File: src/sv/fbrf_pkg.sv
// Shared types and constants for the rectangle fill blitter.
package fbrf_pkg;

   localparam int CoordW = 11;   // on-screen coordinate and extent width
   localparam int FieldW = 12;   // signed coordinate field width
   localparam int ColorW = 16;
   localparam int FuncW  = 2;
   localparam int QueueDepth = 4;

   localparam logic [FuncW-1:0] FUNC_SET   = 2'd0;
   localparam logic [FuncW-1:0] FUNC_FILL  = 2'd1;
   localparam logic [FuncW-1:0] FUNC_CLEAR = 2'd2;
   localparam logic [FuncW-1:0] FUNC_READ  = 2'd3;

   typedef enum logic [1:0] {
      OP_NONE,
      OP_WRITE,
      OP_READ
   } op_type;

   typedef enum logic [1:0] {
      ST_IDLE,
      ST_FILL,
      ST_READ,
      ST_DONE
   } st_type;

   // Classified command; the start address travels beside it.
   typedef struct packed {
      op_type              op;
      logic                oor;
      logic [ColorW-1:0]   color;
      logic [CoordW-1:0]   wcnt;
      logic [CoordW-1:0]   hcnt;
   } cmd_type;

endpackage

File: src/sv/fbrf_front.sv
// Front end: accepts items, classifies and clamps them, computes the start address.
module fbrf_front import fbrf_pkg::*; #(
   parameter int SCREEN_W = 480,
   parameter int SCREEN_H = 320,
   parameter int AW = 18
) (
   input  logic                     clock,
   input  logic                     reset,
   input  logic                     req_valid,
   output logic                     req_stall,
   input  logic [FuncW-1:0]         req_func,
   input  logic signed [FieldW-1:0] req_x_left,
   input  logic signed [FieldW-1:0] req_y_top,
   input  logic signed [FieldW-1:0] req_x_right,
   input  logic signed [FieldW-1:0] req_y_bottom,
   input  logic [ColorW-1:0]        req_pixel_color,
   output logic                     push_valid,
   output cmd_type                  push_cmd,
   output logic [AW-1:0]            push_addr,
   input  logic                     queue_full
);

   localparam logic signed [FieldW-1:0] WS = FieldW'(SCREEN_W);
   localparam logic signed [FieldW-1:0] HS = FieldW'(SCREEN_H);

   logic                      a_valid_ff, a_valid_in;
   cmd_type                   a_cmd_ff, a_cmd_in;
   logic [CoordW-1:0]         a_l_ff, a_t_ff, l_in, t_in;
   logic signed [FieldW-1:0]  cl_l, cl_t, cl_r, cl_b, dw, dh;
   logic                      on_screen, accept;

   assign req_stall  = a_valid_ff && queue_full;
   assign accept     = req_valid && !req_stall;
   assign push_valid = a_valid_ff && !queue_full;
   assign push_cmd   = a_cmd_ff;
   assign push_addr  = AW'(a_t_ff) * AW'(SCREEN_W) + AW'(a_l_ff);

   always_comb begin
      cl_l = (req_x_left < 0) ? '0 : req_x_left;
      cl_t = (req_y_top < 0) ? '0 : req_y_top;
      cl_r = (req_x_right > WS) ? WS : req_x_right;
      cl_b = (req_y_bottom > HS) ? HS : req_y_bottom;
      dw   = cl_r - cl_l;
      dh   = cl_b - cl_t;
      on_screen = (req_x_left >= 0) && (req_y_top >= 0) &&
                  (req_x_left < WS) && (req_y_top < HS);

      a_cmd_in.color = req_pixel_color;
      a_cmd_in.oor   = 1'b0;
      a_cmd_in.op    = OP_NONE;
      a_cmd_in.wcnt  = CoordW'(1);
      a_cmd_in.hcnt  = CoordW'(1);
      l_in = req_x_left[CoordW-1:0];
      t_in = req_y_top[CoordW-1:0];
      case (req_func)
         FUNC_SET: begin
            a_cmd_in.op  = on_screen ? OP_WRITE : OP_NONE;
            a_cmd_in.oor = !on_screen;
         end
         FUNC_FILL: begin
            a_cmd_in.op   = (cl_l >= cl_r || cl_t >= cl_b) ? OP_NONE : OP_WRITE;
            a_cmd_in.wcnt = dw[CoordW-1:0];
            a_cmd_in.hcnt = dh[CoordW-1:0];
            l_in = cl_l[CoordW-1:0];
            t_in = cl_t[CoordW-1:0];
         end
         FUNC_CLEAR: begin
            a_cmd_in.op   = OP_WRITE;
            a_cmd_in.wcnt = CoordW'(SCREEN_W);
            a_cmd_in.hcnt = CoordW'(SCREEN_H);
            l_in = '0;
            t_in = '0;
         end
         FUNC_READ: begin
            a_cmd_in.op  = on_screen ? OP_READ : OP_NONE;
            a_cmd_in.oor = !on_screen;
         end
         default: begin
            a_cmd_in.op = OP_NONE;
         end
      endcase

      if (accept) a_valid_in = 1'b1;
      else if (push_valid) a_valid_in = 1'b0;
      else a_valid_in = a_valid_ff;
   end

   always_ff @(posedge clock) begin
      if (reset) begin
         a_valid_ff <= 1'b0;
      end else begin
         a_valid_ff <= a_valid_in;
      end
      if (accept) begin
         a_cmd_ff <= a_cmd_in;
         a_l_ff   <= l_in;
         a_t_ff   <= t_in;
      end
   end

endmodule

File: config.mk
export PLATFORM = sky130hd
export DESIGN_NAME = fbrf_front
export DESIGN_NICKNAME = d
export VERILOG_FILES = /design/src/sv/fbrf_pkg.sv /design/src/sv/fbrf_front.sv
export SDC_FILE = /design/constraint.sdc
export NUM_CORES = 1
export LEC_CHECK = 0
export BUFFER_PORTS_ARGS = -buffer_cell sky130_fd_sc_hd__buf_2
export CORE_ASPECT_RATIO = 0.5
export CORE_MARGIN = 2
export CORE_UTILIZATION = 51
export CTS_BUF_LIST = sky130_fd_sc_hd__clkbuf_4
export DETAILED_ROUTE_END_ITERATION = 7
export PLACE_DENSITY = 0.8
export SLEW_MARGIN = 10
export SYNTH_ARGS = -nofsm -noshare
export SYNTH_HDL_FRONTEND = slang
export SYNTH_SLANG_ARGS = --single-unit
File: constraint.sdc
create_clock -name clock -period 3.9 [get_ports clock]
set_input_delay 0.39 -clock clock [delete_from_list [all_inputs] [get_ports clock]]
set_output_delay 0.39 -clock clock [all_outputs]
set_load 0.005 [all_outputs]
==> out/results.ini <==
[global_routing]
grt-ovfl-total = 0
grt_pass1_wl_mm = 19.29
grt_max_degree = 56
antenna_found_initial = 0
grt_usage_pct = 21.12
grt_pass1_vias = 4085

[sta]
tightest_slew_ns = 0.8638
setup_ws_ns = -0.4062
period_needed_ns = 4.306
fmax_ghz = 0.2322
period_share_pct = 110.4
slew_headroom_pct = 41.81
drv_slew = 0
hold_viol = 0
setup_viol = 7
rsz0062_at_grt = true
clock_skew_ns = 0.01358

[clocking]
cts_root_buf = clkbuf_4
cts_tree = built
htreeDepth = 3
clk_latency_ns = 0.42
cts.reportedPaths.clkPinSlew_ns = 0.11
clockBufferDepth = 2
numCtsBuffers = 9
clock_sinks = 64

[floorplanning]
fp.dieW_um = 150.0
core-area_um2 = 10280
fp-row-count = 26
die_area_um2 = 11550
initial_utilization_pct = 52.90
boundaryPins = 131
die_h_um = 77.02

[routing]
wl_met1_mm = 5.376
top_layer_used = met4
wl_met2_mm = 5.864
remaining_drc_errors = 0
vias = 4299
routedWlPerCell_um = 14.02
routed_wl_mm = 11.96
drt_iter0_drc = 223
routed-wl-met3_um = 596
viasPerCell = 5.040
dr.pass1.iters = 4
ant_nets = 0

[synth]
synth_cell_types = 54
synth_fa_ha_area_share_pct = 23.06
synthMuxAreaShare_pct = 0
yosysWarnings = 0
synth_xor_area_share_pct = 5.154
yosys.area_share.simple_pct = 16.41
syn_inst = 553
synth-compound-area-share_pct = 13.35
yosysTopAreaCell = edfxtp_1
yosysSeqAreaShare_pct = 35.16
synth_edf_count = 63
syn-num-nets = 710
synth_seq_cells = 64
async_flop_share_pct = 0
synthTopCellsByArea = edfxtp_1 (35%), ha_1 (15%), fa_1 (8.1%)
syn-cell-area_um2 = 5438
ys.flop_type = edfxtp_1
synth_top_area_share_pct = 34.79
syn_area_per_cell_um2 = 9.833
synth_top_family_by_area = adder cells

[final_layout]
nNetsFinal = 865
n_fill_cell = 874
fin_util_pct = 65.00
antennaDiodeCount = 0
fin_cells = 853
final_area_um2 = 6681
layout-drive-gt1-share_pct = 29.17
areaGrowthSynthToFinish_pct = 22.87

[run_status]
status = finished, violations left
violations = negative setup slack

[setup_path]
end_kind = primary output
cp_max_fo = 4
critPathArrivalTime_ns = 3.92
max_stage_delay_ns = 0.60
rr_worst_depth = 3
path_buf_inv = 2
cp.depth = 14
critPathLaunchType = flop
path_cells = fa_1 > fa_1 > ha_1 > a211o_1 > o21ai_2 > xnor2_1 > ha_1 > nand2_1 > o21ai_2 > inv_1 > a211oi_2 > nand4_1 > xnor2_1 > buf_2
critPathSlowestCell = fa_1
critical_path_class = reg -> out
worstPathRequired_ns = 3.51
critPathTopFamily = adder cells

[placed_design]
dp.final_hpwl_mm = 9.430
place_worst_setup_slack_ns = -0.08069
portBuffers = 130
routabilityCongestion = 0.8960
dpl_cell_area_um2 = 6344
placed_cells = 829

[power_and_ir_drop]
power.leakage_nw = 3.265
power_mw = 3.179
ir_drop_mv = 0.2521
power.density_nw_per_um2 = 475.8

[hold_path]
hold_class = in -> reg
hold_depth = 2

[flow_run]
maxCapViolCount = 0

## per-layer routing
metal / vias to the layer above / track usage (%)
met5: - / 0
met4: 0 / 4.811
met3: 10 / 4.048
met2: 88 / 35.30
met1: 2016 / 28.56
li1: 2185 / -
## per-stage QoR
stage               TNS [ns]  hold WS, ns
floorplan                  0       0.4624
global placement           0       0.5476
detailed placement   -0.1353       0.5510
CTS                   -2.294      0.07875
global route          -3.587      0.08979
finish                -2.203       0.1083
## where the power goes
part | internal (mW) | switching (mW) | total, mW | leakage, nW
logic | 0.978 | 0.980 | 1.96 | 2.58
clock network | 0.129 | 0.258 | 0.387 | 0.0520
registers | 0.817 | 0.0177 | 0.834 | 0.629
## layout make-up
type,count,area [um^2],area share (%)
Inverter,81,304.0,4.551
Sequential cell,64,1912,28.61
Timing Repair Buffer,157,857.1,12.83
Clock inverter,7,47.55,0.7116
Tap cell,140,175.2,2.622
Multi-Input combinational cell,395,3318,49.66
Clock buffer,9,67.56,1.011
## worst paths after layout
kind	endpoint	slack, ns	start
hold reg to reg	a_valid_ff	0.67	a_valid_ff
setup / recovery	push_addr[17]	-0.41	a_t_ff[0]
setup reg to reg	a_t_ff[10]	2.14	a_valid_ff
hold / removal	a_valid_ff	0.11	reset
## worst reg2reg max path, stage by stage (launching register included)
cell and delay (ns):
dfxtp_1 0.32, and2_1 0.17, nor2b_4 0.25, buf_4 0.62
## cells by family after synthesis
family                     Yosys count
DFF                                 64
and+or+nand+nor                    164
xor gates and xnor gates            32
adders and majority gates           87
AOI/OAI and AO/OA                  112
buffers and inverters               94
## cell usage after synthesis, drive strengths merged, types with 2 or more instances
master,n
and3,3
a31oi,2
o31ai,3
nand4,5
and2,27
xor2,12
clkbuf,7
a21oi,31
nor3b,3
o22ai,2
nor2b,12
o21bai,2
edfxtp,63
fa,22
nand2,23
buf,6
ha,65
nand2b,33
nor4,2
nor2,33
o21ai,28
xnor2,20
inv,81
a21o,16
nor3,8
a211oi,7
o211ai,2
or2,6
or4,3
nand3,3
o21a,9
## timing repair
action / 4_1_cts / 5_1_grt
endpoints found under the setup margin: 7 / 9
resized for setup: 6 / 25
buffers inserted: 3 / 7
gates cloned: 0 / 0
endpoints found under the hold margin: 0 / 0
hold buffers: 0 / 0
pin swaps: 9 / 16
## cell usage in the layout (no fill, tap or decap), drive strengths merged, types with 2 or more instances in the layout
cell      count
o211ai        2
nand2        23
nor3          8
nor3b         3
or4           3
a21oi        31
buf         157
nor2b        12
nand3         3
xnor2        20
inv          82
and2         27
xor2         12
clkinvlp      4
nor2         33
nand4         5
a31oi         2
clkinv        2
o22ai         2
or2           6
nand2b       33
a211oi        7
and3          3
o21bai        2
o31ai         3
clkbuf        9
fa           22
ha           65
o21ai        28
a21o         16
edfxtp       63
o21a          9
nor4          2
## sequential cells by signal, summed over array words and instances (netlist names)
| register | cells |
|---|---|
| a_l_ff | 11 |
| a_t_ff | 11 |
| a_valid_ff | 1 |
| push_cmd | 41 |
Power figures use the tool's default switching activity.
