File: src/sv/fbrf_pkg.sv
// Shared types and constants for the rectangle fill blitter.
package fbrf_pkg;

   localparam int CoordW = 11;   // on-screen coordinate and extent width
   localparam int FieldW = 12;   // signed coordinate field width
   localparam int ColorW = 16;
   localparam int FuncW  = 2;
   localparam int QueueDepth = 4;

   localparam logic [FuncW-1:0] FUNC_SET   = 2'd0;
   localparam logic [FuncW-1:0] FUNC_FILL  = 2'd1;
   localparam logic [FuncW-1:0] FUNC_CLEAR = 2'd2;
   localparam logic [FuncW-1:0] FUNC_READ  = 2'd3;

   typedef enum logic [1:0] {
      OP_NONE,
      OP_WRITE,
      OP_READ
   } op_type;

   typedef enum logic [1:0] {
      ST_IDLE,
      ST_FILL,
      ST_READ,
      ST_DONE
   } st_type;

   // Classified command; the start address travels beside it.
   typedef struct packed {
      op_type              op;
      logic                oor;
      logic [ColorW-1:0]   color;
      logic [CoordW-1:0]   wcnt;
      logic [CoordW-1:0]   hcnt;
   } cmd_type;

endpackage

File: src/sv/fbrf_queue.sv
// Short command queue between front and back ends.
module fbrf_queue import fbrf_pkg::*; #(
   parameter int DW = 48
) (
   input  logic          clock,
   input  logic          reset,
   input  logic          push,
   input  logic [DW-1:0] push_data,
   output logic          full,
   input  logic          pop,
   output logic [DW-1:0] head_data,
   output logic          empty
);

   localparam int PW = $clog2(QueueDepth);

   logic [DW-1:0] entry_ff [QueueDepth];
   logic [PW-1:0] wr_ptr_ff, wr_ptr_in, rd_ptr_ff, rd_ptr_in;
   logic [PW:0]   count_ff, count_in;

   assign full      = (count_ff == (PW+1)'(QueueDepth));
   assign empty     = (count_ff == '0);
   assign head_data = entry_ff[rd_ptr_ff];

   always_comb begin
      wr_ptr_in = push ? wr_ptr_ff + 1'b1 : wr_ptr_ff;
      rd_ptr_in = pop ? rd_ptr_ff + 1'b1 : rd_ptr_ff;
      count_in  = count_ff;
      if (push && !pop) count_in = count_ff + 1'b1;
      else if (pop && !push) count_in = count_ff - 1'b1;
   end

   always_ff @(posedge clock) begin
      if (reset) begin
         wr_ptr_ff <= '0;
         rd_ptr_ff <= '0;
         count_ff  <= '0;
      end else begin
         wr_ptr_ff <= wr_ptr_in;
         rd_ptr_ff <= rd_ptr_in;
         count_ff  <= count_in;
      end
      if (push) entry_ff[wr_ptr_ff] <= push_data;
   end

endmodule

File: config.mk
export PLATFORM = sky130hd
export DESIGN_NAME = fbrf_queue
export DESIGN_NICKNAME = d
export VERILOG_FILES = /design/src/sv/fbrf_pkg.sv /design/src/sv/fbrf_queue.sv
export SDC_FILE = /design/constraint.sdc
export NUM_CORES = 1
export LEC_CHECK = 0
export BUFFER_PORTS_ARGS = -buffer_cell sky130_fd_sc_hd__buf_2
export CORE_ASPECT_RATIO = 0.5
export CORE_UTILIZATION = 58
export CTS_CLUSTER_DIAMETER = 120
export CTS_CLUSTER_SIZE = 25
export DETAILED_ROUTE_END_ITERATION = 7
export PLACE_DENSITY_LB_ADDON = 0.25
export SYNTH_ARGS = -nofsm -noshare
export SYNTH_HDL_FRONTEND = slang
export SYNTH_SLANG_ARGS = --single-unit
File: constraint.sdc
create_clock -name clock -period 6.4 [get_ports clock]
set_clock_uncertainty 0.05 [all_clocks]
set_input_delay 0.96 -clock clock [delete_from_list [all_inputs] [get_ports clock]]
set_output_delay 0.96 -clock clock [all_outputs]
set_load 0.1 [all_outputs]
==> results of run 1 <==
## cells by family after synthesis
group	Yosys count
AOI/OAI and AO/OA	2
xor gates and xnor gates	5
adders and majority gates	6
buffers and inverters	15
DFF	201
muxes	50
and+or+nand+nor	15
## per-stage QoR
| stage | std cells | hold WS (ns) |
|---|---|---|
| finish | 569 | 0.459 |
| floorplan | 294 | 0.416 |
| global route | 569 | 0.512 |
| CTS | 569 | 0.457 |
| global placement | 554 | 0.428 |
| detailed placement | 554 | 0.442 |
## power groups by stage
stage	Combinational [uW]	Clock (uW)	Sequential, uW
after floorplan	521	0	1550
after global placement	593	0	1570
after detailed placement	600	0	1580
after CTS	601	786	1550
after global routing	616	830	1550
final	597	768	1540
## cell type report
class | instances | area, um^2 | share of cell area, %
flip-flops and latches | 201 | 5950 | 70.9
multi-input cells | 78 | 1320 | 15.7
repair buffers | 106 | 543 | 6.47
clock buffers | 14 | 329 | 3.92
well taps | 165 | 206 | 2.46
clock inverters | 1 | 30.0 | 0.358
inverters | 4 | 15.0 | 0.179
## registers in the layout (all words and copies together), names as in the netlist, named ones only
register,count
count_ff,3
rd_ptr_ff,2
wr_ptr_ff,2
entry_ff,192
## worst max-delay path, delay by kind of cell (launching register included)
family	cells	cell delay, ns
DFF	1	0.99
buffers and inverters	1	0.32
muxes	1	0.66
## routing by layer
metal	wire, um	up-vias	part of all wire [%]	global-route usage [%]
li1	-	1441	-	-
met1	5080	1685	42	24.7
met2	6170	91	51	33.9
met3	636	12	5.3	4.49
met4	146	0	1.2	4.06
met5	0	-	0	0
## synthesized netlist by cell type
cell type / n / area share, %
edfxtp_1: 192 / 78
mux4_2: 48 / 15
dfxtp_1: 9 / 2.5
nor2_1: 7 / 0.36
ha_1: 5 / 0.85
and2_1: 4 / 0.34
inv_1: 4 / 0.20
buf_2: 3 / 0.20
buf_6: 3 / 0.46
clkbuf_1: 3 / 0.15
xor2_1: 3 / 0.36
buf_4: 2 / 0.20
mux2i_1: 2 / 0.27
xnor2_1: 2 / 0.24
a21oi_1: 1 / 0.068
fa_1: 1 / 0.27
nand2_1: 1 / 0.051
nor3_1: 1 / 0.068
nor3b_1: 1 / 0.10
o21ai_0: 1 / 0.068
or3_1: 1 / 0.085
## worst max-delay path by stage
stage,endpoint,depth (start not counted),startpoint,slack (ns)
2_1_floorplan,full,1,count_ff[1],2.84
3_3_place_gp,head_data[47],2,flip-flop,3.37
3_5_place_dp,head_data[47],2,flip-flop,3.36
4_1_cts,head_data[47],2,flip-flop,2.85
5_1_grt,head_data[47],2,flip-flop,2.73
6_report,head_data[47],2,flip-flop,2.95
==> metrics.cfg, run 1 <==
[critical_path]
critPathSlowestCell=dfxtp_4
rrSetupSlack_ns=4.62
reg2reg_from=wr_ptr_ff[0]
critPathMaxStageDelay_ns=0.99
crit_path_max_fanout=48
worstRegToRegCells=4
crit_chain=mux4_2 > buf_2
r2r_end=entry_ff[2][30]
crit_type=reg2out
critPathRequiredTime_ns=5.39
cp_data_arrival_time_ns=2.44
cp-start-kind=flip-flop
critPathCaptureType=output port

[synthesis]
yosys_warnings=0
synth_top_family_by_area=multiplexers
synth_compound_area_share_pct=0.136
synth_cell_types=21
ys_ff_latch=201
synth_seq_area_share_pct=80.9
synthAdderAreaFrac_pct=1.12
syn_inst=294
synth_xor_area_share_pct=0.596
syn_avg_cell_area_um2=25.0
synthSimpleGateAreaFrac_pct=1.00
synth_area_um2=7350
synthesis.nets=352
synth.area.mux_share_pct=15.0

[die]
dieArea_um2=13100
initial_core_util_pct=60.8
die_w_um=161
core_um2=12100
die_h_um=81.6
io_pins=102
num_rows=28

[cts]
cts-resized-gates=0
cts_max_level=1
clk_pin_slew_ns=0.09
post_cts_buffers=0
clock-sinks=201
insertion_delay_ns=0.45
tritoncts=yes
clk_path_buf_depth=3
hold_buffers=0
numCtsBuffers=12
root_buffer=clkbuf_16

[power_and_ir_drop]
powerDensity_nw_per_um2=347
vdd_ir_drop_max_mv=0.189
p_total_uw=2910
p_switching_uw=899
combPwrFrac_pct=20.5
p_clk_share_pct=26.4
p_leak_uw=0.00282
internal-power_uw=2010
power_frac_seq_pct=53.1
swShare_pct=30.9

[sta]
fin_ws_ns=2.95
setup-violations-final=0
hold_violations=0
slew_headroom_pct=37.2
rsz0062_at_grt=no
tns_ns=0
worst_pin_slew_ns=0.942
slew_viol_final=0
period_minus_slack_ns=3.45
period_share_pct=53.9
fmax_mhz=290

[routing]
routed_via_density=5.67
wire_per_inst_um=21.1
dr.pass1.iters=4
drc_errors=0
ant_nets=0
drtIter0Drc=182
routed_wl_um=12000
vias=3229

[placement]
finalWeightedCongestion=0.707
io_buffer_count=101
hpwl_um=7090
pre_cts_ws_ns=3.36
postPlaceCellArea_um2=8030

[grt]
grt_pass1_vias=3487
gr-total-overflow=0
grt_max_degree=49
track_usage_pct=19.1
grt_pass1_wl_um=18600
antenna_found_initial=0

[hold_path]
holdPathEnd=count_ff[2]
hp-start=count_ff[2]
hold_path.class=reg2reg
min_path_cells=2

[finish]
postLayoutCoreUtil_pct=69.4
syn_to_final_growth_pct=14.2
layout.nets=461
antenna_cells=0
fill_cells=750
final_common_cell=edfxtp_1
layout_common_cells=edfxtp_1, buf_2, mux4_2
drive_gt1_share_pct=43.1
final_area_um2=8390

[flow_run]
maxCapViolations=0

[status]
status=complete, no violations

Note: power is estimated with default switching activity, not from simulation.
==> inputs of run 2 (changes only) <==
--- a/config.mk
+++ b/config.mk
@@ -7,7 +7,7 @@
 export LEC_CHECK = 0
 export BUFFER_PORTS_ARGS = -buffer_cell sky130_fd_sc_hd__buf_2
 export CORE_ASPECT_RATIO = 0.5
-export CORE_UTILIZATION = 58
+export CORE_UTILIZATION = 51
 export CTS_CLUSTER_DIAMETER = 120
 export CTS_CLUSTER_SIZE = 25
 export DETAILED_ROUTE_END_ITERATION = 7
==> constraint.sdc (replaced) <==
create_clock -name clock -period 3.15 [get_ports clock]
set_clock_uncertainty 0.05 [all_clocks]
set_input_delay 0.4725 -clock clock [delete_from_list [all_inputs] [get_ports clock]]
set_output_delay 0.4725 -clock clock [all_outputs]
set_load 0.1 [all_outputs]
==> metrics.cfg, run 2 (synthesized netlist as in run 1, its figures left out) <==
[sta]
setup-violations-final=0
whs_ns=0.169
worst_pin_slew_ns=0.752
fin_ws_ns=0.484
slew_headroom_pct=49.8
fmax_mhz=375
slew_viol_final=0
period_share_pct=84.6
hold_violations=0
period_minus_slack_ns=2.67
tns_ns=0
rsz0062_at_grt=no

[placement]
hpwl_um=7940
finalWeightedCongestion=0.709
io_buffer_count=101
pre_cts_ws_ns=0.940

[critical_path]
cp_data_arrival_time_ns=2.14
crit_type=reg2out
r2r_end=entry_ff[2][25]
critPathRequiredTime_ns=2.63
cp-start-kind=flip-flop
crit_path_max_fanout=27
rrSetupSlack_ns=1.29
reg2reg_from=wr_ptr_ff[0]
critPathCaptureType=output port
worstRegToRegCells=4

[cts]
clock-sinks=201
root_buffer=clkbuf_16
post_cts_buffers=0
clk_pin_slew_ns=0.09
hold_buffers=0
cts_max_level=1
cts-resized-gates=0
clk_path_buf_depth=3
insertion_delay_ns=0.46
numCtsBuffers=12
tritoncts=yes

[grt]
grt_pass1_wl_um=19300
track_usage_pct=17.5
grt_max_degree=28
gr-total-overflow=0
grt_pass1_vias=3542
antenna_found_initial=1

[die]
io_pins=102
initial_core_util_pct=53.2
num_rows=30
die_h_um=86.9
dieArea_um2=14900
core_um2=13800
die_w_um=172

[finish]
layout.nets=463
largest-register=entry_ff
final_common_cell=edfxtp_1
syn_to_final_growth_pct=16.0
fill_cells=982
largest_register_ffs=192
top_regs=entry_ff x192, count_ff x3
layout_common_cells=edfxtp_1, buf_2, mux4_2
drive_gt1_share_pct=43.1

[hold_path]
hold_path.class=in2reg
min_path_cells=1
hp-start=push_data[4]
holdPathEnd=entry_ff[1][4]

[routing]
ant_nets=0
routed_wl_um=12300
vias=3262
routed_via_density=5.43
drtIter0Drc=187
drc_errors=0
dr.pass1.iters=4
wire_per_inst_um=20.4

[flow_run]
maxCapViolations=0

[status]
status=complete, no violations

[power_and_ir_drop]
p_leak_uw=0.00286
vdd_ir_drop_max_mv=0.432
powerDensity_nw_per_um2=697

run 2: metal layers:
layer / up-vias / part of all wire (%) / global-route usage (%)
met5: - / 0 / 0
met4: 0 / 1.4 / 3.70
met3: 18 / 4.3 / 3.77
met2: 67 / 51 / 31.1
met1: 1730 / 43 / 22.6
li1: 1447 / - / -
run 2: final cells by class:
type | instances | area [um^2] | share of cell area, %
inverters | 4 | 15.0 | 0.176
well taps | 192 | 240 | 2.82
multi-input cells | 78 | 1320 | 15.4
clock buffers | 16 | 337 | 3.95
clock inverters | 1 | 30.0 | 0.352
flip-flops and latches | 201 | 5950 | 69.8
repair buffers | 108 | 633 | 7.43
diodes | 1 | 2.50 | 0.0294
run 2: through the flow:
stage                     cells  area, um^2  util [%]  power [uW]
after global routing        600        8520      61.7        6140
after CTS                   600        8520      61.7        6000
after global placement      583        8160      59.0        4410
after detailed placement    583        8160      59.0        4450
final                       601        8520      61.7        5950
after floorplan             294        7350         -        4210
run 2: worst max-delay path by stage:
stage	start	end	slack, ns	cells past startpoint
2_1_floorplan	count_ff[1]	full	0.08	1
3_3_place_gp	flip-flop	head_data[16]	0.96	3
3_5_place_dp	flip-flop	head_data[20]	0.94	3
4_1_cts	flip-flop	head_data[16]	0.44	3
5_1_grt	flip-flop	head_data[16]	0.37	3
6_report	flip-flop	head_data[16]	0.48	3
run 2: power by group:
| group | switching (uW) | leakage (uW) | internal (uW) | total [uW] |
|---|---|---|---|---|
| Sequential | 55.1 | 0.00184 | 3060 | 3120 |
| Clock | 804 | 0.000175 | 771 | 1570 |
| Combinational | 980 | 0.000843 | 272 | 1250 |
run 2: worst max-delay path, cell delays in order (launching register included):
cell and delay (ns):
dfxtp_2 0.71, buf_12 0.28, mux4_2 0.24, buf_2 0.43
